$ cat src/ctc_pkg.sv
// Types, constants and register codes for the clock trim calibrator.
package ctc_pkg;

   localparam int TRIM_WIDTH_DEF    = 8;
   localparam int READING_WIDTH_DEF = 24;

   localparam logic [7:0]  TRIM_MAX_RESET = 8'd31;
   localparam logic [23:0] TARGET_RESET   = 24'd1000000;
   localparam logic [31:0] HIGH_SENTINEL  = 32'd2000000;

   // request codes
   localparam logic FUNC_START   = 1'b0;
   localparam logic FUNC_MEASURE = 1'b1;

   // register indexes
   localparam logic CSR_TRIM_MAX = 1'b0;
   localparam logic CSR_TARGET   = 1'b1;

   typedef struct packed {
      logic        func;
      logic [7:0]  start_trim;
      logic [23:0] micros_per_second;
   } req_type;

   typedef struct packed {
      logic [7:0] trim_value;
      logic       trim_changed;
      logic       done_res;
      logic       failed;
   } rsp_type;

   typedef struct packed {
      logic running;
      logic seen_high;
      logic seen_low;
   } flags_type;

endpackage

$ cat src/ctc_csr.sv
// Configuration registers: trim limit and target count.
module ctc_csr
   import ctc_pkg::*;
(
   input  logic        clock,
   input  logic        reset,
   input  logic        csr_valid,
   input  logic        csr_index,
   input  logic [23:0] csr_data,
   output logic [7:0]  trim_max,
   output logic [23:0] target_micros
);

   logic [7:0]  trim_max_ff;
   logic [23:0] target_ff;

   always_ff @(posedge clock) begin
      if (reset) begin
         trim_max_ff <= TRIM_MAX_RESET;
         target_ff   <= TARGET_RESET;
      end else if (csr_valid) begin
         unique case (csr_index)
            CSR_TRIM_MAX: trim_max_ff <= csr_data[7:0];
            CSR_TARGET:   target_ff   <= csr_data;
            default:      ;
         endcase
      end
   end

   assign trim_max      = trim_max_ff;
   assign target_micros = target_ff;

endmodule

$ cat src/ctc_step.sv
// One search step: next search state and the response for one request.
module ctc_step
   import ctc_pkg::*;
#(
   parameter int TRIM_WIDTH    = TRIM_WIDTH_DEF,
   parameter int READING_WIDTH = READING_WIDTH_DEF
) (
   input  req_type                   req,
   input  logic [7:0]                trim_max,
   input  logic [23:0]               target_micros,
   input  flags_type                 flags,
   input  logic [TRIM_WIDTH-1:0]     cur_trim,
   input  logic [TRIM_WIDTH-1:0]     origin_trim,
   input  logic [TRIM_WIDTH-1:0]     low_trim,
   input  logic [TRIM_WIDTH-1:0]     high_trim,
   input  logic [READING_WIDTH-1:0]  low_reading,
   input  logic [READING_WIDTH-1:0]  high_reading,
   output flags_type                 flags_in,
   output logic [TRIM_WIDTH-1:0]     cur_trim_in,
   output logic [TRIM_WIDTH-1:0]     origin_trim_in,
   output logic [TRIM_WIDTH-1:0]     low_trim_in,
   output logic [TRIM_WIDTH-1:0]     high_trim_in,
   output logic [READING_WIDTH-1:0]  low_reading_in,
   output logic [READING_WIDTH-1:0]  high_reading_in,
   output rsp_type                   rsp
);

   localparam int CmpWidth = (READING_WIDTH > 24) ? READING_WIDTH : 24;
   localparam logic [TRIM_WIDTH-1:0] TrimMask = {TRIM_WIDTH{1'b1}};

   logic [TRIM_WIDTH-1:0]    start;
   logic [31:0]              reading_wide;
   logic [READING_WIDTH-1:0] reading;
   logic [TRIM_WIDTH-1:0]    limit;
   logic                     low_side;
   logic                     stop;
   logic [TRIM_WIDTH-1:0]    stepped;

   assign start        = req.start_trim[TRIM_WIDTH-1:0];
   assign reading_wide = {8'd0, req.micros_per_second};
   assign reading      = reading_wide[READING_WIDTH-1:0];
   assign low_side     = CmpWidth'(reading) <= CmpWidth'(target_micros);

   // saturate the limit to the largest code the trim holds
   always_comb begin
      if (|(trim_max >> TRIM_WIDTH)) limit = TrimMask;
      else                           limit = trim_max[TRIM_WIDTH-1:0];
   end

   always_comb begin
      flags_in        = flags;
      cur_trim_in     = cur_trim;
      origin_trim_in  = origin_trim;
      low_trim_in     = low_trim;
      high_trim_in    = high_trim;
      low_reading_in  = low_reading;
      high_reading_in = high_reading;
      stepped         = cur_trim;
      stop            = 1'b0;
      rsp             = '0;
      rsp.trim_value  = 8'(cur_trim);

      if (req.func == FUNC_START) begin
         cur_trim_in        = start;
         origin_trim_in     = start;
         low_trim_in        = '0;
         high_trim_in       = '0;
         low_reading_in     = '0;
         high_reading_in    = HIGH_SENTINEL[READING_WIDTH-1:0];
         flags_in.running   = 1'b1;
         flags_in.seen_low  = 1'b0;
         flags_in.seen_high = 1'b0;
         rsp.trim_value     = 8'(start);
      end else if (flags.running) begin
         if (low_side) begin
            if (reading > low_reading) begin
               low_reading_in    = reading;
               low_trim_in       = cur_trim;
               flags_in.seen_low = 1'b1;
            end
            if (!flags.seen_high) begin
               if (cur_trim < limit) stepped = TRIM_WIDTH'(cur_trim + 1'b1);
               else                  stop    = 1'b1;
            end
         end else begin
            if (reading < high_reading) begin
               high_reading_in    = reading;
               high_trim_in       = cur_trim;
               flags_in.seen_high = 1'b1;
            end
            if (!flags.seen_low) begin
               if (cur_trim == '0) stop    = 1'b1;
               else                stepped = TRIM_WIDTH'(cur_trim - 1'b1);
            end
         end

         if (stepped == origin_trim || (flags_in.seen_low && flags_in.seen_high)) begin
            stop = 1'b1;
         end

         cur_trim_in = stepped;
         if (stop) begin
            // settle on the closest high code, then the closest low one, else fail back to the origin
            priority if (flags_in.seen_high) cur_trim_in = high_trim_in;
            else if (flags_in.seen_low)      cur_trim_in = low_trim_in;
            else begin
               cur_trim_in = origin_trim;
               rsp.failed  = 1'b1;
            end
            flags_in.running = 1'b0;
         end

         rsp.trim_value   = 8'(cur_trim_in);
         rsp.trim_changed = cur_trim_in != cur_trim;
         rsp.done_res     = stop;
      end
   end

endmodule

$ cat src/clock_trim_calibrator.sv
// Top level of the clock trim calibrator: handshakes, search state, result register.
//
//   channel  direction  handshake               payload
//   req      in         req_valid / req_ready   req_payload (req_type)
//   rsp      out        rsp_valid / rsp_ready   rsp_payload (rsp_type)
//   csr      in         csr_valid / csr_ready   csr_index, csr_data
//
// A request is captured in the input register and worked once the result
// register is free or draining, which loads its response into the result
// register; one request per cycle while the response output is not stalled.
// The input register frees itself whenever the result register loads, so
// requests keep flowing while a response waits, until both are full.
// Reset clears the search state, sets the high reading to 2000000 and loads trim_max 31 and target 1000000.
// csr_ready is always high; writes take effect in the next cycle.
module clock_trim_calibrator
   import ctc_pkg::*;
#(
   parameter int TRIM_WIDTH    = TRIM_WIDTH_DEF,
   parameter int READING_WIDTH = READING_WIDTH_DEF
) (
   input  logic        clock,
   input  logic        reset,
   input  logic        req_valid,
   output logic        req_ready,
   input  req_type     req_payload,
   output logic        rsp_valid,
   input  logic        rsp_ready,
   output rsp_type     rsp_payload,
   input  logic        csr_valid,
   output logic        csr_ready,
   input  logic        csr_index,
   input  logic [23:0] csr_data
);

   logic [7:0]  trim_max;
   logic [23:0] target_micros;

   logic    req_valid_ff;
   req_type req_ff;
   logic    rsp_valid_ff;
   rsp_type rsp_ff;
   logic    advance;

   flags_type                flags_ff, flags_in;
   logic [TRIM_WIDTH-1:0]    cur_trim_ff, cur_trim_in;
   logic [TRIM_WIDTH-1:0]    origin_trim_ff, origin_trim_in;
   logic [TRIM_WIDTH-1:0]    low_trim_ff, low_trim_in;
   logic [TRIM_WIDTH-1:0]    high_trim_ff, high_trim_in;
   logic [READING_WIDTH-1:0] low_reading_ff, low_reading_in;
   logic [READING_WIDTH-1:0] high_reading_ff, high_reading_in;
   rsp_type                  rsp_in;

   ctc_csr u_csr (
      .clock         (clock),
      .reset         (reset),
      .csr_valid     (csr_valid),
      .csr_index     (csr_index),
      .csr_data      (csr_data),
      .trim_max      (trim_max),
      .target_micros (target_micros)
   );

   ctc_step #(
      .TRIM_WIDTH    (TRIM_WIDTH),
      .READING_WIDTH (READING_WIDTH)
   ) u_step (
      .req             (req_ff),
      .trim_max        (trim_max),
      .target_micros   (target_micros),
      .flags           (flags_ff),
      .cur_trim        (cur_trim_ff),
      .origin_trim     (origin_trim_ff),
      .low_trim        (low_trim_ff),
      .high_trim       (high_trim_ff),
      .low_reading     (low_reading_ff),
      .high_reading    (high_reading_ff),
      .flags_in        (flags_in),
      .cur_trim_in     (cur_trim_in),
      .origin_trim_in  (origin_trim_in),
      .low_trim_in     (low_trim_in),
      .high_trim_in    (high_trim_in),
      .low_reading_in  (low_reading_in),
      .high_reading_in (high_reading_in),
      .rsp             (rsp_in)
   );

   // work the held request when the result register is free or draining
   assign advance   = req_valid_ff && (!rsp_valid_ff || rsp_ready);
   assign req_ready = !req_valid_ff || advance;
   assign csr_ready = 1'b1;

   always_ff @(posedge clock) begin
      if (reset) begin
         req_valid_ff <= 1'b0;
      end else if (req_ready) begin
         req_valid_ff <= req_valid;
      end
   end

   always_ff @(posedge clock) begin
      if (req_valid && req_ready) begin
         req_ff <= req_payload;
      end
   end

   always_ff @(posedge clock) begin
      if (reset) begin
         rsp_valid_ff <= 1'b0;
      end else if (advance) begin
         rsp_valid_ff <= 1'b1;
      end else if (rsp_ready) begin
         rsp_valid_ff <= 1'b0;
      end
   end

   always_ff @(posedge clock) begin
      if (advance) begin
         rsp_ff <= rsp_in;
      end
   end

   always_ff @(posedge clock) begin
      if (reset) begin
         flags_ff        <= '0;
         cur_trim_ff     <= '0;
         origin_trim_ff  <= '0;
         low_trim_ff     <= '0;
         high_trim_ff    <= '0;
         low_reading_ff  <= '0;
         high_reading_ff <= HIGH_SENTINEL[READING_WIDTH-1:0];
      end else if (advance) begin
         flags_ff        <= flags_in;
         cur_trim_ff     <= cur_trim_in;
         origin_trim_ff  <= origin_trim_in;
         low_trim_ff     <= low_trim_in;
         high_trim_ff    <= high_trim_in;
         low_reading_ff  <= low_reading_in;
         high_reading_ff <= high_reading_in;
      end
   end

   assign rsp_valid   = rsp_valid_ff;
   assign rsp_payload = rsp_ff;

endmodule

$ cat config.mk
export PLATFORM = sky130hd
export DESIGN_NAME = clock_trim_calibrator
export DESIGN_NICKNAME = d
export VERILOG_FILES = /design/src/ctc_pkg.sv /design/src/ctc_csr.sv /design/src/ctc_step.sv /design/src/clock_trim_calibrator.sv
export SDC_FILE = /design/constraint.sdc
export NUM_CORES = 1
export LEC_CHECK = 0
export CORE_MARGIN = 5
export CORE_UTILIZATION = 55
export CTS_CLUSTER_SIZE = 12
export DETAILED_ROUTE_END_ITERATION = 10
export DONT_BUFFER_PORTS = 1
export GPL_TIMING_DRIVEN = 1
export HOLD_SLACK_MARGIN = 0.1
export PLACE_DENSITY_LB_ADDON = 0.12
export SYNTH_ARGS = -nofsm -noshare
export SYNTH_HDL_FRONTEND = slang
export SYNTH_SLANG_ARGS = --single-unit
$ cat constraint.sdc
create_clock -name clock -period 3.8 [get_ports clock]
set_input_delay 0.19 -clock clock [delete_from_list [all_inputs] [get_ports clock]]
set_output_delay 0.19 -clock clock [all_outputs]
set_load 0.01 [all_outputs]
Yosys cells after proc, flatten, opt, wreduce, memory -nomap -nowiden:

Cells that the tools add are included.

* $add $sub $neg: 2
* $lt $le $gt $ge: 4
* equal/unequal tests: 7
* muxes and demuxes: 56
* bitwise operators: 4
* reduce and logical (&&, ||, !) cells: 18

Operator list (number)
* two-way mux 24 bit: 8
* two-way mux 8 bit: 23
* > comparator 24 bit: 1
* less-or-equal comparator 24 bit: 1
* less-than comparator 24 bit: 1
* two-way mux 1 bit: 22
* two-way mux 11 bit: 1
* AND reduction 2 bit: 5
* adder 8 x 1 -> 8 bit, second input constant: 1
* equality test 8 bit: 1
* zero test 8 bit: 1
* less-than comparator 8 bit: 1
* inequality test 2 x 1 -> 1 bit, second input constant: 4
* inequality test 8 bit: 1
* AND reduction 4 bit: 2
* subtractor 8 x 1 -> 8 bit, second input constant: 1
* two-way mux 3 bit: 2
* NOT 1 bit: 4
* OR reduction 4 bit: 1
* logical AND 1 bit: 3
* logical OR 1 bit: 3
* zero test 1 bit: 2
* inequality test 2 bit, second input constant: 1
* nonzero test 2 bit: 1

* bits in registers: 161
* input bits: 63
* output and inout bits: 14
* word-level logic and storage cells: 111

Longest topological paths before layout:

Gate-level depths: netlist of run 1.

* depth after elaboration: 17
* mapped depth: 17
* depth with buffers taken out: 15

Cells and area by module:

Synthesis of run 1 repeated with hierarchy kept, for this count alone.

* cell total of the unflattened synthesis: 1363
* area, all modules: 11810.1 um2

Modules (own cells, without submodules)
* ctc_step: times used 1, cells each 811, area an instance 5357.6 um2, seq. area each 0.0 um2
* clock_trim_calibrator: times used 1, cells each 416, area an instance 5121.2 um2, seq. area each 3022.9 um2
* ctc_csr: times used 1, cells each 136, area an instance 1331.3 um2, seq. area each 640.6 um2

Least setup slack after synthesis of run 1:

Ideal clock, no wire load.

* kind: flip-flop to flip-flop
* start: reg req_ff[5] (netlist bit)
* end: reg rsp_ff, in the netlist rsp_payload[2] (data pin)
* setup time: 0.271 ns
* arrival: 3.728 ns
* data required time: 3.529 ns
* slack: -0.198 ns
* stages on the path, launching flop included: 17
* buffers on the path: 2
* period minus slack after synthesis: 3.998 ns
* cell sequence: edfxtp_1 -> ha_1 -> a211oi_2 -> nor2_1 -> o311a_4 -> o31a_4 -> buf_6 -> nor3_2 -> a31oi_1 -> o22a_1 -> mux2_2 -> a211oi_2 -> buf_6 -> mux2_4 -> xnor2_1 -> nor3_2 -> a41oi_2

* word-level cells in the longest chain between the ends: 14
* elaborated cells between the ends (all ways): 31
* classes of those cells: order compare (3); eq/ne (2); mux (24); reduce/logical (2)

RTL lines
* from (decl): line clock_trim_calibrator.sv:39 `req_type req_ff;`
* from (signal assigned): line clock_trim_calibrator.sv:102 `req_ff <= req_payload;`
* branches (longest 10 deep; another with less-or-equal comparator 24 bit)
* two-way mux 8 bit *: line ctc_step.sv:102 `if (stop) begin`
* two-way mux 8 bit *: line ctc_step.sv:74 `end else if (flags.running) begin`
* two-way mux 8 bit *: line ctc_step.sv:63 `if (req.func == FUNC_START) begin`
* inequality test 8 bit *: line ctc_step.sv:114 `rsp.trim_changed = cur_trim_in != cur_trim;`
* to (signal assigned): line clock_trim_calibrator.sv:118 `rsp_ff <= rsp_in;`
* to (decl): line clock_trim_calibrator.sv:41 `rsp_type rsp_ff;`

Every way passes the cells marked *. The select of a mux whose other input is x is not followed.
A chain may end at the register's enable or synchronous reset.

Worst setup path in the final report of run 1:

* start: reg req_ff[3] (netlist bit)
* end: reg rsp_ff, in the netlist rsp_payload[2] (data pin)

Same word-level chain as after synthesis.

==> results of run 1 <==
==> kinds of logic after synthesis <==
| kind of cell | after synthesis |
|---|---|
| mux | 24 |
| compound gates | 272 |
| simple gates | 368 |
| buf+inv | 150 |
| flops | 161 |
| xor+xnor | 15 |
| fa+ha+maj | 80 |
| other cells | 1 |
==> final cells by class <==
type	count	area share
inverters	90	0.0286
diodes	1	0.000212
repair buffers	189	0.142
clock buffers	20	0.0387
multi-input cells	760	0.449
well taps	220	0.0233
flip-flops and latches	161	0.310
clock inverters	12	0.00804
==> what timing repair did <==
action	in CTS	in global routing
endpoints found under the setup margin	18	20
pin swaps	18	28
hold endpoints to repair	150	0
buffers inserted	5	10
hold buffers	67	0
cloned	1	0
resized for setup	33	45
==> cell usage after synthesis (all sizes together), types with 10 or more instances <==
master  instances
nand2         147
mux2i          14
ha             80
nor2           85
nand4          21
nor3           17
edfxtp         44
a211oi         15
inv            89
a21oi         107
a22oi          18
mux2           10
a21o           30
nand3b         10
o21ai          28
clkbuf         53
nand3          54
dfxtp         117
o22ai          11
==> worst paths after layout <==
| check | slack [ps] | to | cells after the start |
|---|---|---|---|
| setup / recovery | -360 | rsp_payload[2] | 15 |
| hold / removal | 180 | low_reading_ff[12] | 2 |
| hold reg to reg | 450 | low_reading_ff[12] | 2 |
| setup reg to reg | -360 | rsp_payload[2] | 15 |
==> placed cells by master (no fill, tap or decap), drive strengths merged, types with 4 or more instances in the layout <==
cell type,netlist,final
o31ai,4,4
mux2i,14,14
ha,80,80
clkinv,1,4
a31oi,6,6
xnor2,9,9
nor2b,7,7
a211oi,15,15
a211o,5,5
nand3b,10,10
nor3,17,17
nor2,85,85
buf,7,123
o21bai,7,7
nand4,21,21
clkbuf,53,20
nand2b,7,7
nand3,54,54
a221oi,8,8
dfxtp,117,117
o211ai,4,4
dlygate4sd3,0,66
a21o,30,30
o21a,4,4
inv,89,97
xor2,6,6
a21oi,107,107
and2,4,4
o21ai,28,28
mux2,10,10
a22oi,18,18
nand2,147,147
o22ai,11,11
edfxtp,44,44
==> layer usage <==
| layer | global-route usage | wire length (um) | vias up |
|---|---|---|---|
| met5 | 0 | 0 | - |
| met4 | 0.159 | 1540 | 0 |
| met3 | 0.0510 | 1140 | 80 |
| met2 | 0.472 | 13600 | 233 |
| met1 | 0.332 | 11400 | 3983 |
| li1 | - | - | 4091 |
==> flip-flops by register name, indices dropped and copies added (netlist names) <==
signal	cells
rsp_payload	11
req_valid_ff	1
cur_trim_ff	8
high_trim_ff	8
low_reading_ff	24
low_trim_ff	8
u_csr.target_micros	24
rsp_valid	1
high_reading_ff	24
req_ff	33
flags_ff	3
u_csr.trim_max	8
origin_trim_ff	8
==> power by group <==
part           internal (W)  total, W  switching, W
Sequential          0.00183   0.00189     0.0000538
Clock              0.000891   0.00166      0.000770
Combinational      0.000537   0.00110      0.000564
==> metrics by stage <==
stage               setup slack [ps]  cells  hold slack, ps  utilization  instance area (um^2)
floorplan                       -198   1071             289            -                  9180
CTS                             -338   1443             186        0.697                 11500
finish                          -364   1453             180        0.718                 11800
global placement                -386   1341             271        0.610                 10000
global route                    -514   1453             186        0.718                 11800
detailed placement              -410   1341             271        0.610                 10000
==> critical path: cells and delay by family, from the launching register on <==
family / cells / cell delay, ps
buffers and inverters: 1 / 170
adder cells (fa/ha/maj): 1 / 250
multiplexers: 1 / 310
AO/OA/AOI/OAI: 5 / 1340
flip-flops: 1 / 460
AND/OR/NAND/NOR: 6 / 1200
XOR/XNOR: 1 / 160
==> results.md, run 1 <==
- Area grow syn2layout: 28.8%
- Die X: 139 um
- Via count: 8387
- Final Hold Violating Endpoints: 0
- I/O Buffers: 0
- Register area: 3660 um^2
- Startpoint of the worst hold path: reset
- Seq/Total Area, Yosys: 0.399
- Remaining Overflow, GRT: 0
- Initial DRC Count: 799
- Asr flop ratio synth: 0
- Slew @ Worst Pin: 1260 ps
- Smallest setup slack after layout: -364 ps
- Share of cells above drive strength 1: 0.183
- Leak: 4.76 nW
- Critical Path, Cell by Cell: ha_4 -> a21o_1 -> nand2b_4 -> o311a_4 -> o31a_4 -> or3_4 -> nand3_1 -> nor3b_4 -> nor4b_4 -> a211oi_2 -> buf_6 -> mux2_4 -> xnor2_1 -> nor3_2 -> a41oi_2
- Syn Inst Count: 1071
- Initial antenna violation count: 1
- CP Launch Point: req_ff[3]
- GP Congestion: 0.904
- EDFF count, synth: 44
- Failing checks: setup timing
- Post-layout min period: 4160 ps
- VDD IR max: 0.373 mV
- Reg clk slew, reported paths: 70 ps
- HP Class: in2reg
- Slew Viols, Final: 0
- Cts bufs inserted: 17
- Synth Area in XOR/XNOR: 0.0143
- Worst r2r src: req_ff[3]
- CTS tree: built
- Compound-Gate Fraction of Synth Area: 0.197
- Crit end category: flop
- Area leader, netlist: dfxtp_1
- TNS Setup: -3450 ps
- Period Utilization, post-route: 1.10
- Max transition margin: 0.160
- Die area: 19400 um^2
- Top cell type's share of synthesized area: 0.255
- Post-route ant nets: 0
- WS Path Type: reg2reg
- Startpoint Class: flop
- Highest-delay cell along the critical path: edfxtp_1
- Clock Skews: 9.87 ps
- Peak per-stage delay on the critical path: 460 ps
- Largest net degree at the start of global routing: 118
- Synth Flop Type: dfxtp_1
- Routed len/inst: 19.1 um
- Syn nets: 1214
- Simple-gate share of the synthesized area: 0.186
- Pwr per Cell Area: 393 nW/um^2
- Cell Area, Synth: 9180 um^2
- Multi-input gate area: 5310 um^2
- CP arrival: 4340 ps
- Unique masters post-synth: 76
- Initial Util: 0.557
- Post-Syn Area per Cell: 8.57 um^2
- Core ar.: 16500 um^2
- RSZ-0062 raised after global routing: true
- Status: complete, but fails checks
- Yosys warning count: 0
- Vias per cell: 5.77
- Nets: 1362
- Power after layout: 0.00465 W
- DRC: 0
- Drt total wl: 27700 um
- Root Driver: clkbuf_16
- Req. time, crit path: 3970 ps
- Synth area leaders: dfxtp_1 (26%), edfxtp_1 (14%), ha_1 (11%)
- Global-route wire length before repair: 43100 um
- Die Y: 139 um
- Final HPWL DP: 19200 um
- Post-Synth Adder-Cell Area: 0.109
- H-tree Lvls: 4
- Max Fanout on Critical Path: 8
- Vias in the first global route: 8307
- Synth Register Bits: 161
- Row count: 47
- Clock latency on the worst-skew pair: 440 ps
- CTS Sinks: 161
- Mux share of post-synthesis cell area: 0.0297
- Fill cells: 1279
- Largest family of logic cells by synthesized area: compound AO/OA/AOI/OAI gates
- Maxcap violations: 0
- Worst-case clock buffer depth: 2
- Total iterations of the first detailed-routing run: 6
- # IOs: 77
- Final setup fails: 18
- GRT Util Overall: 0.279
- Fmax: 0.240 GHz
(Power assumes the default switching activity.)
==> run 2, diff against run 1 <==
--- a/config.mk
+++ b/config.mk
@@ -5,6 +5,7 @@
 export SDC_FILE = /design/constraint.sdc
 export NUM_CORES = 1
 export LEC_CHECK = 0
+export CORE_ASPECT_RATIO = 2
 export CORE_MARGIN = 5
 export CORE_UTILIZATION = 55
 export CTS_CLUSTER_SIZE = 12
@@ -13,6 +14,7 @@
 export GPL_TIMING_DRIVEN = 1
 export HOLD_SLACK_MARGIN = 0.1
 export PLACE_DENSITY_LB_ADDON = 0.12
+export SETUP_SLACK_MARGIN = 0.15
 export SYNTH_ARGS = -nofsm -noshare
 export SYNTH_HDL_FRONTEND = slang
 export SYNTH_SLANG_ARGS = --single-unit
==> results.md, run 2 (same netlist as run 1, synthesis figures left out) <==
- Drt total wl: 32000 um (+15%)
- Vias in the first global route: 9110 (+9.7%)
- R2R Path End: cur_trim_ff[6]
- Top reg by flops: req_ff
- Final HPWL DP: 22000 um (+14%)
- Max FFs per register: 33 (unchanged)
- Post-route ant nets: 0 (unchanged)
- Failing checks: setup timing
- Total iterations of the first detailed-routing run: 9 (+3)
- Fin cells: 1476 (+1.6%)
- Critical path's most frequent cell: buf_12
- Startpoint Class: flop
- Cell family with most CP delay: compound AO/OA/AOI/OAI gates
- I/O Buffers: 0 (unchanged)
- Final Hold Violating Endpoints: 0 (unchanged)
- Final Cell Area: 12200 um^2 (+3.1%)
- Root Driver: clkbuf_16
- Via count: 8947 (+6.7%)
- Fmax: 0.231 GHz (-3.7%)
- Pre-CTS worst setup slack: -503 ps (-93.0 ps)
- Row count: 66 (+40%)
- Slew @ Worst Pin: 927 ps (-329 ps)
- Reg clk slew, reported paths: 70 ps (about the same)
- Clock latency on the worst-skew pair: 440 ps (about the same)
- Clock Skews: 9.74 ps (-0.128 ps)
- HP Class: in2reg
- Flop2flop setup slack: -530 ps (-160 ps)
- Leading cell type in the layout, fill and taps excluded: nand2_1
- Remaining Overflow, GRT: 0 (unchanged)
- Die Y: 193 um (+38%)
- CP Launch Point: req_ff[13]
- Placed insts: 1339 (-0.15%)
- Nets: 1399 (+2.7%)
- Post-layout util: 0.745 (+0.0273)
- # IOs: 77 (unchanged)
- Period Utilization, post-route: 1.14 (+0.0426)
- Crit end category: flop
- H-tree Lvls: 4 (unchanged)
- Die X: 101 um (-27%)
- Initial antenna violation count: 3 (+2)
- TNS Setup: -5860 ps (-2410 ps)
- Share of cells above drive strength 1: 0.193 (+0.00962)
- Status: complete, but fails checks
- Smallest setup slack after layout: -526 ps (-162 ps)
- Core ar.: 16400 um^2 (-0.70%)
- CTS tree: built
- Initial DRC Count: 486 (-39%)
- Max transition margin: 0.381 (+0.221)
- Die area: 19500 um^2 (+0.81%)
- WS Path Type: reg2reg
- Critical path buffers and inverters: 3 (+2)
- Max Fanout on Critical Path: 8 (unchanged)
- Slew Viols, Final: 0 (unchanged)
- Highest-delay cell along the critical path: edfxtp_1
- CP Depth: 16 (+1)
- Most frequent cells in the layout: nand2_1 (146), buf_4 (127), dfxtp_1 (116), a21oi_1 (100), inv_1 (89)
- Critical Path, Cell by Cell: ha_4 -> nand4_1 -> nor4_4 -> o311a_4 -> o31ai_4 -> buf_12 -> mux2i_4 -> mux2i_2 -> nor3b_4 -> nor4b_4 -> a211oi_4 -> buf_12 -> mux2i_1 -> a222oi_1 -> buf_4 -> nor2_1
- Area grow syn2layout: 32.8%
- Crit path to: cur_trim_ff[6]
- VDD IR max: 0.414 mV (+11%)
- RSZ-0062 raised after global routing: true
- CP arrival: 4650 ps (+310 ps)
- R2R depth: 16 (+1)
- Routed len/inst: 21.7 um (+14%)
- Leak: 4.99 nW (+4.7%)
- Initial Util: 0.561 (+0.00392)
- Dpl cell area: 10200 um^2 (+2.1%)
- Req. time, crit path: 4120 ps (+150 ps)
- Peak per-stage delay on the critical path: 560 ps (+100 ps)
- Worst-case clock buffer depth: 2 (unchanged)
- Post-layout min period: 4330 ps (+162 ps)
- Global-route wire length before repair: 48300 um (+12%)
- Largest net degree at the start of global routing: 80 (-32%)
- Cts bufs inserted: 17 (unchanged)
- Worst r2r src: req_ff[13]
- Vias per cell: 6.06 (+5.0%)
- WHS Path Cells: 2 (unchanged)
- GP Congestion: 1.04 (+15%)
- Maxcap violations: 0 (unchanged)
- CTS Sinks: 161 (unchanged)
- Final setup fails: 18 (unchanged)
- DRC: 0 (unchanged)
- GRT Util Overall: 0.331 (+0.0530)
- Pwr per Cell Area: 383 nW/um^2 (-2.6%)
## run 2: cell types whose count changed in the layout (fill, tap and decap cells not counted), moves of 3 or more
cell	change
buf_6	-3
clkinv_4	+3
buf_12	+3
clkinv_2	-3
a211oi_2	-3
a221oi_4	-3
a221oi_2	+4
buf_4	+17
dlygate4sd3_1	+18
## run 2: cell type report
class | instances | area (um^2)
Clock buffer | 18 | 429
Tap cell | 204 | 255
Timing Repair Buffer | 225 | 2040
Inverter | 90 | 338
Fill cell | 1215 | 4170
Antenna cell | 3 | 7.51
Sequential cell | 161 | 3660
Clock inverter | 14 | 133
Multi-Input combinational cell | 761 | 5320
## run 2: repair_timing
| action | 4_1_cts | 5_1_grt |
|---|---|---|
| endpoints found under the hold margin | 150 | 0 |
| resized for setup | 31 | 32 |
| hold buffers | 85 | 0 |
| pin swaps | 20 | 15 |
| buffers inserted | 7 | 8 |
| gates cloned | 2 | 0 |
| setup endpoints to repair | 20 | 61 |
## run 2: worst min-delay path by stage
| stage | from | to | slack, ps |
|---|---|---|---|
| after CTS | reset | cur_trim_ff[2] | 140 |
| after detailed placement | reset | cur_trim_ff[7] | 270 |
| after global placement | reset | cur_trim_ff[7] | 280 |
| after floorplan | req_payload[0] | req_ff[0] | 290 |
| after global routing | reset | cur_trim_ff[4] | 160 |
| final | reset | low_trim_ff[2] | 150 |
## run 2: where the power goes
part	leakage, nW	internal (W)	switching [W]
Clock	0.265	0.000911	0.000741
Combinational	3.35	0.000543	0.000580
Sequential	1.38	0.00183	0.0000582
## run 2: metal layers
layer	GRT usage	share of wire	vias to the layer above	wire length, um
met1	0.315	0.32	4239	10300
met4	0.305	0.11	0	3390
met5	0	0	-	0
met2	0.594	0.53	378	16900
met3	0.0438	0.044	167	1390
li1	-	-	4163	-
## run 2: metrics by stage
stage          hold WS [ps]  total power, W
6_report                145         0.00467
3_3_place_gp            281         0.00280
5_1_grt                 159         0.00484
2_1_floorplan           289         0.00248
3_5_place_dp            274         0.00281
4_1_cts                 141         0.00462
